**src/hw/rtl/pse_pkg.sv**
```systemverilog
// ----------------------------------------------------------------------------
// pse_pkg: shared types and constants of the postfix stack evaluator
// Beat types, command and operator codes, fixed-point limits and sizes.
// ----------------------------------------------------------------------------
`default_nettype none

package pse_pkg;

    // Sizes
    localparam int STACK_DEPTH   = 128;
    localparam int FRACTION_BITS = 16;
    localparam int VAL_W         = 48;
    localparam int OPND_W        = 47;
    localparam int CNT_W         = $clog2(STACK_DEPTH + 1);
    localparam int HALF_W        = 32;
    localparam int PROD_W        = 2 * VAL_W;
    localparam int DIVD_W        = VAL_W + FRACTION_BITS;
    localparam int DIV_STEPS     = DIVD_W;
    localparam int STEP_W        = $clog2(DIV_STEPS);
    localparam int MUL_STEPS     = 4;

    // Token commands
    localparam logic [1:0] CMD_PUSH = 2'd0;
    localparam logic [1:0] CMD_OP   = 2'd1;
    localparam logic [1:0] CMD_END  = 2'd2;

    // Operators
    localparam logic [1:0] OP_ADD = 2'd0;
    localparam logic [1:0] OP_SUB = 2'd1;
    localparam logic [1:0] OP_MUL = 2'd2;
    localparam logic [1:0] OP_DIV = 2'd3;

    typedef logic signed [VAL_W-1:0] pse_val_t;

    localparam pse_val_t POS_MAX = pse_val_t'({1'b0, {(VAL_W-1){1'b1}}});
    localparam pse_val_t NEG_MIN = pse_val_t'({1'b1, {(VAL_W-1){1'b0}}});

    typedef struct packed {
        logic [1:0]        cmd;
        logic [OPND_W-1:0] operand_value;
        logic [1:0]        op_code;
    } pse_in_t;

    typedef struct packed {
        logic signed [VAL_W-1:0] result_value;
        logic                    underflow_seen;
        logic                    divide_by_zero_seen;
        logic                    saturated_seen;
    } pse_out_t;

    // Shift command to the row of stack cells
    typedef struct packed {
        logic push;
        logic pop;
    } pse_stk_ctl_t;

    // Arithmetic unit status, sat/div0 valid with done
    typedef struct packed {
        logic done;
        logic sat;
        logic div0;
    } pse_alu_st_t;

    typedef struct packed {
        logic under;
        logic div0;
        logic sat;
    } pse_flags_t;

endpackage

`default_nettype wire

```
**src/hw/rtl/pse_cell.sv**
```systemverilog
// ----------------------------------------------------------------------------
// pse_cell: one entry of the shifting value stack
// Takes the value from above on a push and from below on a pop.
// ----------------------------------------------------------------------------
`default_nettype none

module pse_cell (
    input  wire logic                  clk,
    input  wire pse_pkg::pse_stk_ctl_t ctl,
    input  wire pse_pkg::pse_val_t     above,
    input  wire pse_pkg::pse_val_t     below,
    output pse_pkg::pse_val_t          value
);
    import pse_pkg::*;

    pse_val_t value_reg;

    always_ff @(posedge clk)
    begin
        if (ctl.push)
        begin
            value_reg <= above;
        end
        else if (ctl.pop)
        begin
            value_reg <= below;
        end
    end

    assign value = value_reg;

endmodule

`default_nettype wire

```
**config.mk**
```make
export PLATFORM = sky130hd
export DESIGN_NAME = pse_cell
export DESIGN_NICKNAME = d
export VERILOG_FILES = /design/src/hw/rtl/pse_pkg.sv /design/src/hw/rtl/pse_cell.sv
export SDC_FILE = /design/constraint.sdc
export NUM_CORES = 1
export LEC_CHECK = 0
export BUFFER_PORTS_ARGS = -buffer_cell sky130_fd_sc_hd__buf_4
export CORE_MARGIN = 2
export CORE_UTILIZATION = 42
export CTS_BUF_LIST = sky130_fd_sc_hd__clkbuf_8
export DETAILED_ROUTE_END_ITERATION = 10
export PLACE_DENSITY = 0.81
export SYNTH_ARGS = -nofsm -noshare
export SYNTH_HDL_FRONTEND = slang
export SYNTH_SLANG_ARGS = --single-unit
```
**constraint.sdc**
```tcl
create_clock -name clk -period 3.3 [get_ports clk]
set_input_delay 0.66 -clock clk [delete_from_list [all_inputs] [get_ports clk]]
set_output_delay 0.66 -clock clk [all_outputs]
set_load 0.005 [all_outputs]
```
Word level (Yosys, flattened, before mapping)
Index checks and enable logic that the tools add are counted.
{"block": "word_totals", "ff_bits": 48, "in_bits": 99, "output_inout_bits": 48, "word_cells": 4}
{"block": "classes", "mux": 2, "reduce_logical": 1}
{"operator": "2-to-1 mux 48 bit", "count": 2}
{"operator": "nonzero test 2 bit", "count": 1}

Depth between registers and ports, before layout
{"block": "logic_depth", "word_depth": 2, "ltp_mapped": 3, "mapped_depth_nobuf": 1}

Worst setup path before layout
OpenSTA, ideal clock, no wires.
{"block": "synth_timing", "path_kind": "input port to flip-flop", "from": "input port ctl[1] in the netlist's numbering", "to": "register value_reg[0] (netlist: value[0]) (enable)", "setup_ns": 0.408, "arrival_ns": 2.054, "t_required_ns": 2.892, "setup_slack_ns": 0.838, "cell_stages": 3, "path_buffers": 2, "cell_sequence": "buf_6 buf_6 or2_1"}
{"block": "synth_via", "elab_chain_cells": 1}
{"element": "start: declaration", "line_no": "pse_cell.sv:9", "source": "input wire pse_pkg::pse_stk_ctl_t ctl,"}
{"element": "nonzero test 2 bit (no line)"}
{"element": "end signal: assignment", "line_no": "pse_cell.sv:22", "source": "value_reg <= above;"}
{"element": "end signal: assignment", "line_no": "pse_cell.sv:26", "source": "value_reg <= below;"}
{"element": "end: declaration", "line_no": "pse_cell.sv:16", "source": "pse_val_t value_reg;"}
No other way between the ends.
A chain may end at the register's enable or synchronous reset.

Final worst setup path
{"block": "layout_timing", "from": "input port ctl[1] in the netlist's numbering", "to": "register value_reg[28] (netlist: value[28]) (enable)"}
Same word-level chain as after synthesis.

==> impl_results.md <==
- PortBufs: 146
- # DRC: 0
- Layout cells sized above 1: 0.802
- Critical path capture point type: register
- CTS root buf: clkbuf_8
- TNS Setup: 0 ns
- Vias in the first global route: 1561
- Synth warn: 0
- CTS resizes: 0
- Placement Rows: 25
- Worst-path cell chain: buf_4 -> or2_2 -> buf_4
- Post-detail-place hpwl: 4230 um
- Post-route ant nets: 0
- Util after Layout: 0.699
- Dpl cell area: 3220 um^2
- Max Slew Vio Count: 0
- # Post-CTS Setup Buffers: 0
- Worst slew pin tran: 0.430 ns
- Critical-path top delay cell: buf_4
- Final period utilization: 0.569
- Placement Setup Slack: 1.11 ns
- Most common cell after layout, fill and taps aside: buf_4
- Overflow left after global routing: 0
- Leakage: 1.47 nW
- CTS clk-pin slew, worst paths: 0.08 ns
- Worst Path Buf+Inv: 2
- I/O pin total: 147
- Fin. Hold Viols: 0
- Synth Cell Area: 2070 um^2
- DIE AREA: 5500 um^2
- CP peak stage delay: 0.46 ns
- Gpl congestion: 0.692
- Max Cap Viol: 0
- Critical path data required time: 3.25 ns
- Delay-heaviest family, CP: buffers and inverters
- Highest-count cells in the layout ignoring fill and taps: buf_4 (148), edfxtp_1 (48), mux2_2 (39)
- H-tree depth: 2
- Register bit total from synthesis: 48
- CTS Buffer Depth: 2
- Effective utilization at floorplan: 0.438
- Final Non-Filler Cells: 320
- CTS Sinks: 48
- Drt first-iter violations: 79
- Crit Path Max Fanout: 34
- Via count: 1492
- Status: finished, final reports clean
- Post-Route WL: 5340 um
- Area growth, synth to finish: 59.7%
- Crit Path Class: in -> reg
- RSZ-0062 raised after global routing: false
- Initial antenna violation count: 0
- Yosys cell types: 6
- Largest net degree at the start of global routing: 35
- Drt wl/cell: 16.7 um
- Dpl cells: 312
- Max reg flops: 48
- Final setup vio count: 0
- Cell count after synthesis: 102
- Max VDD drop: 0.000270 V
- Fin nets: 351
- GR Util All Layers: 0.191
- CTS tree: done
- Die height: 74.2 um
- Relative slew slack: 0.714
- Final WS setup: 1.42 ns
- Power per Cell Area: 419 nW/um^2
- Sequential fraction of the synthesis area: 0.697
- First-pass GRT wire length: 7640 um
- Syn_nets: 201
- Routed vias/inst: 4.66
- N_diodes: 0
- Width of the die: 74.2 um
- Placeable Area: 4720 um^2
- Max frequency: 533 MHz
- Worst EP arrival: 1.83 ns
- Cell area after layout: 3300 um^2
- TritonCTS Buffers: 5
- First-pass detailed-route iteration total: 4
- CTS Hold Bufs: 0
- Startpoint types: primary input
- Avg Inst Size Synth: 20.3 um^2
- Final Critical Period: 1.88 ns
- Hold/Removal Path Class: in -> reg
- Most frequent CP cell: buf_4
## layer usage
layer | GRT usage | vias to the layer above | routed length [um]
met5 | 0 | - | 0
li1 | - | 699 | -
met1 | 0.207 | 691 | 1900
met3 | 0.0447 | 9 | 502
met4 | 0.0848 | 0 | 120
met2 | 0.351 | 93 | 2810
## layout make-up
| type | instances | area, um^2 |
|---|---|---|
| timing repair buffer | 148 | 1110 |
| sequential | 48 | 1440 |
| tap | 67 | 83.8 |
| multi-input combinational | 49 | 581 |
| fill | 348 | 1420 |
| clock buffer | 5 | 68.8 |
| clock inverter | 3 | 15.0 |
## report_power, final
group	switching (W)	internal, W	total [W]
combinational	0.0000907	0.000195	0.000285
sequential	0.0000185	0.000748	0.000766
clock	0.000187	0.000144	0.000331
total	0.000296	0.00109	0.00138
## synthesized netlist by cell type, drive strengths merged
| cell | instances | share of area |
|---|---|---|
| edfxtp | 48 | 0.70 |
| or2 | 1 | 0.0030 |
| mux2 | 48 | 0.28 |
| buf | 5 | 0.022 |
## final timing paths
check	from	endpoint	slack [ns]	cells after the start
min	below[0]	value[0]	0.66	2
max	ctl[1]	value[28]	1.42	3
## logic make-up after synthesis
kind of cell / synth area share
simple gates: 0.00303
buf+inv: 0.0218
mux: 0.278
flops: 0.697
## through the flow
stage          power, W  hold WS [ns]
2_1_floorplan  0.000864         0.877
3_3_place_gp    0.00106         0.961
3_5_place_dp    0.00107         0.964
4_1_cts         0.00139         0.656
5_1_grt         0.00144         0.654
6_report        0.00138         0.664
(Power assumes the default switching activity.)
