--- config.mk ---
export PLATFORM = sky130hd
export DESIGN_NAME = pse_alu
export DESIGN_NICKNAME = d
export VERILOG_FILES = /design/src/hw/rtl/pse_pkg.sv /design/src/hw/rtl/pse_alu.sv
export SDC_FILE = /design/constraint.sdc
export NUM_CORES = 2
export LEC_CHECK = 0
export BUFFER_PORTS_ARGS = -buffer_cell sky130_fd_sc_hd__buf_2
export CORE_ASPECT_RATIO = 0.7
export CORE_MARGIN = 1
export CORE_UTILIZATION = 59
export DETAILED_ROUTE_END_ITERATION = 6
export PLACE_DENSITY = 0.76
export SLEW_MARGIN = 20
export SYNTH_ARGS = -nofsm -noshare
export SYNTH_HDL_FRONTEND = slang
export SYNTH_SLANG_ARGS = --single-unit
--- constraint.sdc ---
create_clock -name clk -period 10.58 [get_ports clk]
set_input_delay 0 -clock clk [delete_from_list [all_inputs] [get_ports clk]]
set_output_delay 0 -clock clk [all_outputs]
set_load 0.03 [all_outputs]
--- src/hw/rtl/pse_pkg.sv ---
// ----------------------------------------------------------------------------
// pse_pkg: shared types and constants of the postfix stack evaluator
// Beat types, command and operator codes, fixed-point limits and sizes.
// ----------------------------------------------------------------------------
`default_nettype none

package pse_pkg;

    // Sizes
    localparam int STACK_DEPTH   = 128;
    localparam int FRACTION_BITS = 16;
    localparam int VAL_W         = 48;
    localparam int OPND_W        = 47;
    localparam int CNT_W         = $clog2(STACK_DEPTH + 1);
    localparam int HALF_W        = 32;
    localparam int PROD_W        = 2 * VAL_W;
    localparam int DIVD_W        = VAL_W + FRACTION_BITS;
    localparam int DIV_STEPS     = DIVD_W;
    localparam int STEP_W        = $clog2(DIV_STEPS);
    localparam int MUL_STEPS     = 4;

    // Token commands
    localparam logic [1:0] CMD_PUSH = 2'd0;
    localparam logic [1:0] CMD_OP   = 2'd1;
    localparam logic [1:0] CMD_END  = 2'd2;

    // Operators
    localparam logic [1:0] OP_ADD = 2'd0;
    localparam logic [1:0] OP_SUB = 2'd1;
    localparam logic [1:0] OP_MUL = 2'd2;
    localparam logic [1:0] OP_DIV = 2'd3;

    typedef logic signed [VAL_W-1:0] pse_val_t;

    localparam pse_val_t POS_MAX = pse_val_t'({1'b0, {(VAL_W-1){1'b1}}});
    localparam pse_val_t NEG_MIN = pse_val_t'({1'b1, {(VAL_W-1){1'b0}}});

    typedef struct packed {
        logic [1:0]        cmd;
        logic [OPND_W-1:0] operand_value;
        logic [1:0]        op_code;
    } pse_in_t;

    typedef struct packed {
        logic signed [VAL_W-1:0] result_value;
        logic                    underflow_seen;
        logic                    divide_by_zero_seen;
        logic                    saturated_seen;
    } pse_out_t;

    // Shift command to the row of stack cells
    typedef struct packed {
        logic push;
        logic pop;
    } pse_stk_ctl_t;

    // Arithmetic unit status, sat/div0 valid with done
    typedef struct packed {
        logic done;
        logic sat;
        logic div0;
    } pse_alu_st_t;

    typedef struct packed {
        logic under;
        logic div0;
        logic sat;
    } pse_flags_t;

endpackage

`default_nettype wire

--- src/hw/rtl/pse_alu.sv ---
// ----------------------------------------------------------------------------
// pse_alu: multi-cycle fixed-point arithmetic unit
// Add/sub straight from idle, multiply on a shared 32x32 multiplier over four
// partial products, divide by restoring long division one bit a cycle.
// ----------------------------------------------------------------------------
`default_nettype none

module pse_alu (
    input  wire logic              clk,
    input  wire logic              rst_n,
    input  wire logic              start,
    input  wire logic [1:0]        op,
    input  wire pse_pkg::pse_val_t left,
    input  wire pse_pkg::pse_val_t right,
    output pse_pkg::pse_val_t      result,
    output pse_pkg::pse_alu_st_t   status
);
    import pse_pkg::*;

    typedef enum logic [3:0] {
        A_IDLE = 4'b0001,
        A_MUL  = 4'b0010,
        A_DIV  = 4'b0100,
        A_FIN  = 4'b1000
    } alu_state_t;

    localparam logic [1:0] SH_0  = 2'd0;
    localparam logic [1:0] SH_1  = 2'd1;
    localparam logic [1:0] SH_2  = 2'd2;

    function automatic logic [VAL_W-1:0] mag_of(input pse_val_t v);
        mag_of = v[VAL_W-1] ? VAL_W'(-v) : VAL_W'(v);
    endfunction

    alu_state_t          state_reg, state_next;
    logic                done_reg, done_next;
    logic [STEP_W-1:0]   step_reg, step_next;

    logic                is_div_reg, is_div_next;
    logic                neg_reg, neg_next;
    logic [DIVD_W-1:0]   dvd_reg, dvd_next;
    logic [VAL_W-1:0]    dsr_reg, dsr_next;
    logic [VAL_W-1:0]    rem_reg, rem_next;
    logic [VAL_W-1:0]    quo_reg, quo_next;
    logic                big_reg, big_next;
    logic [PROD_W-1:0]   acc_reg, acc_next;
    logic [2*HALF_W-1:0] prod_reg, prod_next;
    logic [1:0]          sh_reg, sh_next;
    pse_val_t            res_reg, res_next;
    logic                sat_reg, sat_next;
    logic                div0_reg, div0_next;

    // add / subtract
    logic signed [VAL_W:0] as_sum;
    logic                  as_ovf;
    pse_val_t              as_res;

    // multiply datapath
    logic [VAL_W-1:0]    opa;
    logic [HALF_W-1:0]   mul_x, mul_y;
    logic [2*HALF_W-1:0] pp;
    logic [PROD_W-1:0]   addend;

    // divide step
    logic [VAL_W:0]      r_try;
    logic                r_ge;

    // finalise
    logic [PROD_W-1:0]   shifted;
    logic [VAL_W-1:0]    fin_mag, lim;
    logic                fin_over, fin_sat;
    pse_val_t            fin_res;

    always_comb
    begin
        as_sum = (op == OP_SUB) ? ({left[VAL_W-1], left} - {right[VAL_W-1], right})
                                : ({left[VAL_W-1], left} + {right[VAL_W-1], right});
        as_ovf = as_sum[VAL_W] ^ as_sum[VAL_W-1];
        as_res = as_ovf ? (as_sum[VAL_W] ? NEG_MIN : POS_MAX) : pse_val_t'(as_sum[VAL_W-1:0]);
    end

    assign opa = dvd_reg[DIVD_W-1 -: VAL_W];

    always_comb
    begin
        case (step_reg[1:0])
            2'd0:
            begin
                mul_x   = opa[HALF_W-1:0];
                mul_y   = dsr_reg[HALF_W-1:0];
                sh_next = SH_0;
            end
            2'd1:
            begin
                mul_x   = opa[HALF_W-1:0];
                mul_y   = HALF_W'(dsr_reg[VAL_W-1:HALF_W]);
                sh_next = SH_1;
            end
            2'd2:
            begin
                mul_x   = HALF_W'(opa[VAL_W-1:HALF_W]);
                mul_y   = dsr_reg[HALF_W-1:0];
                sh_next = SH_1;
            end
            default:
            begin
                mul_x   = HALF_W'(opa[VAL_W-1:HALF_W]);
                mul_y   = HALF_W'(dsr_reg[VAL_W-1:HALF_W]);
                sh_next = SH_2;
            end
        endcase
        pp = mul_x * mul_y;

        case (sh_reg)
            SH_0:    addend = PROD_W'(prod_reg);
            SH_1:    addend = PROD_W'(prod_reg) << HALF_W;
            default: addend = PROD_W'(prod_reg) << (2 * HALF_W);
        endcase
    end

    always_comb
    begin
        r_try = {rem_reg, dvd_reg[DIVD_W-1]};
        r_ge  = r_try >= {1'b0, dsr_reg};
    end

    always_comb
    begin
        shifted  = acc_reg >> FRACTION_BITS;
        fin_mag  = is_div_reg ? quo_reg : shifted[VAL_W-1:0];
        fin_over = is_div_reg ? big_reg : (|shifted[PROD_W-1:VAL_W]);
        lim      = neg_reg ? VAL_W'(NEG_MIN) : VAL_W'(POS_MAX);
        fin_sat  = fin_over || (fin_mag > lim);
        if (fin_sat)
        begin
            fin_res = neg_reg ? NEG_MIN : POS_MAX;
        end
        else
        begin
            fin_res = neg_reg ? pse_val_t'(-fin_mag) : pse_val_t'(fin_mag);
        end
    end

    always_comb
    begin
        state_next  = state_reg;
        done_next   = 1'b0;
        step_next   = step_reg;
        is_div_next = is_div_reg;
        neg_next    = neg_reg;
        dvd_next    = dvd_reg;
        dsr_next    = dsr_reg;
        rem_next    = rem_reg;
        quo_next    = quo_reg;
        big_next    = big_reg;
        acc_next    = acc_reg;
        prod_next   = prod_reg;
        res_next    = res_reg;
        sat_next    = sat_reg;
        div0_next   = div0_reg;

        unique case (state_reg)
            A_IDLE:
            begin
                if (start)
                begin
                    neg_next  = left[VAL_W-1] ^ right[VAL_W-1];
                    dvd_next  = DIVD_W'(mag_of(left)) << FRACTION_BITS;
                    dsr_next  = mag_of(right);
                    step_next = '0;
                    acc_next  = '0;
                    rem_next  = '0;
                    quo_next  = '0;
                    big_next  = 1'b0;
                    sat_next  = 1'b0;
                    div0_next = 1'b0;
                    unique case (op) inside
                        OP_ADD, OP_SUB:
                        begin
                            res_next  = as_res;
                            sat_next  = as_ovf;
                            done_next = 1'b1;
                        end
                        OP_MUL:
                        begin
                            is_div_next = 1'b0;
                            state_next  = A_MUL;
                        end
                        default:
                        begin
                            if (right == '0)
                            begin
                                res_next  = left[VAL_W-1] ? NEG_MIN : POS_MAX;
                                div0_next = 1'b1;
                                done_next = 1'b1;
                            end
                            else
                            begin
                                is_div_next = 1'b1;
                                state_next  = A_DIV;
                            end
                        end
                    endcase
                end
            end
            A_MUL:
            begin
                // product issued in step k is accumulated in step k+1
                if (step_reg != STEP_W'(MUL_STEPS))
                begin
                    prod_next = pp;
                end
                if (step_reg != '0)
                begin
                    acc_next = acc_reg + addend;
                end
                step_next = step_reg + STEP_W'(1);
                if (step_reg == STEP_W'(MUL_STEPS))
                begin
                    state_next = A_FIN;
                end
            end
            A_DIV:
            begin
                dvd_next = dvd_reg << 1;
                rem_next = r_ge ? VAL_W'(r_try - {1'b0, dsr_reg}) : r_try[VAL_W-1:0];
                if (!big_reg)
                begin
                    quo_next = {quo_reg[VAL_W-2:0], r_ge};
                end
                big_next  = big_reg | quo_reg[VAL_W-1];
                step_next = step_reg + STEP_W'(1);
                if (step_reg == STEP_W'(DIV_STEPS - 1))
                begin
                    state_next = A_FIN;
                end
            end
            A_FIN:
            begin
                res_next   = fin_res;
                sat_next   = fin_sat;
                done_next  = 1'b1;
                state_next = A_IDLE;
            end
            default:
            begin
                state_next = A_IDLE;
            end
        endcase
    end

    always_ff @(posedge clk or negedge rst_n)
    begin
        if (!rst_n)
        begin
            state_reg <= A_IDLE;
            done_reg  <= 1'b0;
            step_reg  <= '0;
        end
        else
        begin
            state_reg <= state_next;
            done_reg  <= done_next;
            step_reg  <= step_next;
        end
    end

    always_ff @(posedge clk)
    begin
        is_div_reg <= is_div_next;
        neg_reg    <= neg_next;
        dvd_reg    <= dvd_next;
        dsr_reg    <= dsr_next;
        rem_reg    <= rem_next;
        quo_reg    <= quo_next;
        big_reg    <= big_next;
        acc_reg    <= acc_next;
        prod_reg   <= prod_next;
        sh_reg     <= sh_next;
        res_reg    <= res_next;
        sat_reg    <= sat_next;
        div0_reg   <= div0_next;
    end

    assign result = res_reg;
    assign status = '{done: done_reg, sat: sat_reg, div0: div0_reg};

endmodule

`default_nettype wire

## Yosys cells after proc, flatten, opt, wreduce, memory -nomap -nowiden

Cells that the tools add are included.

- Muxes and demuxes: 48
- Add/subtract/negate cells: 8
- Bitwise gates (word level): 4
- Eq/ne operators: 22
- $lt $le $gt $ge: 2
- Multipliers: 1
- Reduce and logical (&&, ||, !) cells: 27

Operators by type and width:

| cell | count |
|---|---|
| two-way mux 48 bit | 13 |
| case mux 48 bit (2 select lines) | 4 |
| case mux 96 bit (2 select lines) | 2 |
| two-way mux 96 bit | 2 |
| negation 48 bit | 3 |
| case mux 64 bit (2 select lines) | 1 |
| adder 96 bit | 1 |
| multiplier 32 x 32 -> 64 bit | 1 |
| two-way mux 32 bit | 2 |
| two-way mux 64 bit | 1 |
| adder 48 x 48 -> 49 bit | 1 |
| >= comparator 49 x 48 -> 1 bit | 1 |
| two-way mux 49 bit | 1 |
| subtractor 48 x 48 -> 49 bit | 1 |
| > comparator 48 bit | 1 |
| logical NOT 48 bit | 1 |
| subtractor 48 bit | 1 |
| two-way mux 47 bit | 1 |
| OR reduction 32 bit | 1 |
| two-way mux 4 bit | 4 |
| inequality test 2 bit, second input constant | 8 |
| case mux 4 bit (3 select lines) | 1 |
| case mux 6 bit (2 select lines) | 1 |
| case mux 1 bit (2 select lines) | 5 |
| other kinds (29) | 54 |

- Input port bits: 101
- Word-level logic and storage cells: 129
- Flip-flop bits (word level): 434
- Output and inout port bits: 51

## Depth between registers and ports, before layout

- Depth after elaboration: 7
- Mapped depth: 37
- Mapped depth without buffers: 34

## Worst setup path before layout

No wires, ideal clock.

- Kind: reg2reg
- Start point: reg step_reg[0]
- End point: reg prod_reg[60], data pin
- Path slack: 1504 ps
- Cell stages (with the launch flop): 35
- Data required time: 10320 ps
- Setup time: 260 ps
- Clock period less this slack: 9076 ps
- Buffers on the path: 3
- Arrival time: 8816 ps
- Cell sequence: dfrtp_1 -> inv_1 -> ha_1 -> nor2_1 -> clkbuf_1 -> clkbuf_1 -> mux2i_1 -> clkbuf_1 -> nor2_1 -> fa_1 -> fa_1 -> fa_1 -> inv_1 -> fa_1 -> inv_1 -> fa_1 -> inv_1 -> fa_1 -> inv_1 -> fa_1 -> inv_1 -> fa_1 -> inv_1 -> ha_1 -> nand2_1 -> nor3_1 -> o211ai_1 -> nand4b_1 -> o211ai_1 -> a31oi_1 -> o21ai_0 -> o221a_2 -> o21ai_0 -> a21oi_1 -> xnor2_1

- Cells in the longest elaborated chain, start to end: 4
- Elaborated cells on any way between the ends: 8
- Those cells by class: mul: 1; eq/ne: 2; mux: 2; reduce/logical: 3

Ends and longest elaborated chain:

| item | line | RTL |
|---|---|---|
| start: declaration | pse_alu.sv:37 | `logic [STEP_W-1:0] step_reg, step_next;` |
| start signal: assignment | pse_alu.sv:264 | `step_reg <= step_next;` |
| equality test 2 x 1 -> 1 bit, or another cell as far along | pse_alu.sv:86 | `case (step_reg[1:0])` |
| OR reduction 2 bit (no source line) | n/a |  |
| two-way mux 32 bit | pse_alu.sv:86 |  |
| multiplier 32 x 32 -> 64 bit * | pse_alu.sv:112 | `pp = mul_x * mul_y;` |
| net pp[60] | pse_alu.sv:61 | `logic [2*HALF_W-1:0] pp;` |
| end signal: assignment | pse_alu.sv:278 | `prod_reg <= prod_next;` |
| end: declaration | pse_alu.sv:47 | `logic [2*HALF_W-1:0] prod_reg, prod_next;` |

Mark *: on every way through the listed nets, which the timed path passes. The rest lies on a longest branch.
A chain may end at the register's enable or synchronous reset.

## Final worst setup path

- Start point: reg step_reg[0]
- End point: reg prod_reg[61], data pin

The elaborated chain is that of the path after synthesis.

==> run summary <==
====================================================================================================
Placed cell count                                                                               9098
Fill cell total of the finished layout                                                          9208
Post-layout minimum cycle time                                                              10.16 ns
Area of the mapped netlist                                                                 66700 um2
CTS tree                                                                                        done
Clock-pin slew reported for the worst setup and hold paths after clock tree synthesis        0.07 ns
Chip Width                                                                                    404 um
CTS resizes                                                                                        0
Hold wc startpoint                                                                         right[47]
Pin count of the biggest net entering global routing                                              92
Max-Slew Margin vs Limit                                                                       0.231
Critical path fanouts, max                                                                        24
Worst-case hold path end point                                                            dsr_reg[1]
Dominant cells by area after synthesis                                                  sky130_fd_sc_hd__fa_1 (27%), sky130_fd_sc_hd__edfxtp_1 (18%), sky130_fd_sc_hd__ha_1 (9.5%), sky130_fd_sc_hd__inv_1 (5.8%), sky130_fd_sc_hd__nor2_1 (5.5%)
Number of standard cells in the final layout excluding fillers                                  9324
Layout cells sized above 1                                                                    0.0729
Hold violation total from the final report                                                         0
Mean cell area of the mapped netlist                                                        8.73 um2
Cell depth of the worst flop-to-flop path                                                         29
Global-route wire length before repair                                                     370000 um
DR vias                                                                                        59.8k
Slew of the pin with the lowest slew margin                                                  1.15 ns
Post-synthesis cell count                                                                       7636
Critical path's largest stage delay                                                          0.67 ns
Main synth FF type                                                                      sky130_fd_sc_hd__edfxtp_1
Wire length reported by the detailed router                                                253000 um
Cell type contributing the most total cell area after synthesis                         sky130_fd_sc_hd__fa_1
Number of buffers added by the clock tree synthesis step                                          47
Final period utilization                                                                       0.961
CTS H-tree lvls                                                                                    2
Violations in the final reports                                                         design-rule violations
Worst min path class                                                                    input port to register
Synthesized net count                                                                           9145
Detailed router's first-iteration violation count                                               8459
Final net count                                                                                 9274
Max-slew violation total from the final report                                                     0
Num ports                                                                                        152
Clk sink count                                                                                   418
Portion of synthesized cell area occupied by the leading cell type                             0.270
Area of the core                                                                          111000 um2
Port Buffer Count                                                                                151
GRT Util Overall                                                                               0.439
Max FFs per register                                                                              96
Clock root buffer                                                                       sky130_fd_sc_hd__clkbuf_16
Setup clock skew after layout                                                              0.0558 ns
Average vias per placed instance                                                                6.42
CP Capture Type                                                                             register
Clk Latency, worst-skew pair                                                                 0.68 ns
Detail Route Antenna Nets                                                                          0
Core Rows                                                                                        102
Cell with the largest stage delay on the worst path                                     sky130_fd_sc_hd__fa_1
Detailed placement HPWL                                                                    204000 um
Startpoint of the worst-slack reg-to-reg timing path                                     step_reg[0]
Count of max-cap constraint violations                                                             0
Worst path most repeated cell                                                           sky130_fd_sc_hd__fa_1
Average wire per cell in the routed design                                                   27.2 um
Reg2Reg Setup Slack                                                                          0.42 ns
Outcome                                                                                 finished, violations left
Element type at the critical path start                                                     register
Clock Path Buffers                                                                                 3
Gp weighted congestion                                                                          1.14
Yosys synthesis warning count                                                                      0
Number of storage elements in the synthesis netlist                                              418
Total negative slack for setup checks                                                           0 ns
Via count of the first global-routing pass                                                     57.7k
Portion of the post-synthesis area used by sequential elements                                 0.187
Drc violations                                                                                     9
Capture point of the worst reg-to-reg path                                              prod_reg[61]
Number of flops mapped to enable cells by yosys                                                  405
Number of antenna violations at the first check in global routing                                 23
Setup violations, final                                                                            0
Unrepaired setup endpoints after global routing                                                false
Worst Hold Path Cells                                                                              3
Number of hold buffers added after cts                                                           125
Startpoint-to-endpoint class of the critical path                                       register to register
Post-synthesis async set-or-reset flop share                                                  0.0263
Highest clock rate                                                                          98.4 MHz
Utilization of the core after routing                                                          0.651
Number of distinct library cells after synthesis                                                  96
Initial core utilization                                                                       0.599
DR pass1 iterations                                                                                7
Chip Height                                                                                   283 um
Buffers inserted by post-CTS timing repair                                                         0
Worst EP required                                                                           10.97 ns
Synthesis-to-layout area growth                                                                8.67%
Arrival time at the worst endpoint                                                          10.56 ns
Area enclosed by the die boundary                                                         114000 um2
Total grt overflow                                                                                 0
====================================================================================================
cell type report:
class                           instances  area [um2]  share of cell area
Inverter                             1028        3860              0.0532
Clock inverter                         33         422             0.00582
Antenna cell                           12        30.0            0.000414
Clock buffer                           55        1220              0.0168
Sequential cell                       418       12500               0.172
Multi-Input combinational cell       5803       49100               0.677
Tap cell                             1508        1890              0.0260
Timing Repair Buffer                  467        3490              0.0481
layer usage:
metal,routed length (um),vias to the layer above,share of wire,track usage
li1,-,25375,-,-
met1,99300,29038,0.39,0.626
met2,94800,4721,0.37,0.560
met3,47600,678,0.19,0.219
met4,11700,30,0.046,0.166
met5,221,-,0.00087,0
worst max-delay path, delay by kind of cell, from the launching register on:
kind	cells	cell delay, ns
adders and majority gates	10	5.07
buffers and inverters	6	0.95
xor gates and xnor gates	1	0.18
DFF	1	0.43
and+or+nand+nor	3	0.86
AOI/OAI and AO/OA	9	2.39
synthesized netlist by cell type (20+ instances only):
library cell,instances
sky130_fd_sc_hd__xor2_1,164
sky130_fd_sc_hd__nand2b_1,47
sky130_fd_sc_hd__or3_1,42
sky130_fd_sc_hd__a21o_1,179
sky130_fd_sc_hd__or2_2,29
sky130_fd_sc_hd__a211o_1,20
sky130_fd_sc_hd__edfxtp_1,405
sky130_fd_sc_hd__nand4_1,73
sky130_fd_sc_hd__and2_1,112
sky130_fd_sc_hd__xnor2_1,219
sky130_fd_sc_hd__clkbuf_1,352
sky130_fd_sc_hd__a211oi_1,44
sky130_fd_sc_hd__o31ai_1,58
sky130_fd_sc_hd__nor4_1,29
sky130_fd_sc_hd__o21ai_0,286
sky130_fd_sc_hd__nor3_1,82
sky130_fd_sc_hd__mux2i_1,92
sky130_fd_sc_hd__o21a_1,48
sky130_fd_sc_hd__nand2_1,909
sky130_fd_sc_hd__ha_1,509
sky130_fd_sc_hd__o21bai_1,66
sky130_fd_sc_hd__nor2_1,979
sky130_fd_sc_hd__fa_1,899
sky130_fd_sc_hd__nand3_1,87
sky130_fd_sc_hd__inv_1,1027
sky130_fd_sc_hd__o211ai_1,24
sky130_fd_sc_hd__a31oi_1,39
sky130_fd_sc_hd__a21oi_1,382
sky130_fd_sc_hd__mux2_2,23
sky130_fd_sc_hd__a22o_1,32
sky130_fd_sc_hd__and3_1,38
sky130_fd_sc_hd__nor2b_1,37
cells in the final DEF, fill, tap and decap left out, drive strengths merged, types with 116 or more instances in the layout:
cell type    instances
inv               1037
nor2               979
nand2              909
fa                 899
ha                 509
edfxtp             405
a21oi              383
buf                342
o21ai              298
xnor2              219
a21o               179
xor2               165
dlygate4sd3        125
and2               116
how the worst max path moves through the flow:
stage,start,end,cells past startpoint
finish,step_reg[0],prod_reg[61],29
global route,step_reg[0],prod_reg[61],27
CTS,step_reg[0],prod_reg[61],29
detailed placement,step_reg[0],prod_reg[61],29
global placement,step_reg[0],prod_reg[61],28
floorplan,step_reg[0],prod_reg[60],34
metrics by stage:
stage	hold slack [ns]	area [um2]	setup WS, ns
6_report	0.0677	72500	0.418
5_1_grt	0.124	72500	0.179
4_1_cts	0.0375	72400	0.572
3_5_place_dp	-0.0861	69500	0.629
3_3_place_gp	-0.0847	69500	0.741
2_1_floorplan	-0.296	66700	1.50
cells by family after synthesis:
group           Yosys count  synth area share
compound gates         1364             0.133
xor+xnor                384            0.0505
fa+ha+maj              1409             0.366
buf+inv                1415            0.0804
flops                   418             0.187
mux                     115            0.0177
simple gates           2531             0.166
Power is left out: the tool's default activity adds up to more than one toggle a clock period on the data nets, which glitch-free logic cannot reach.
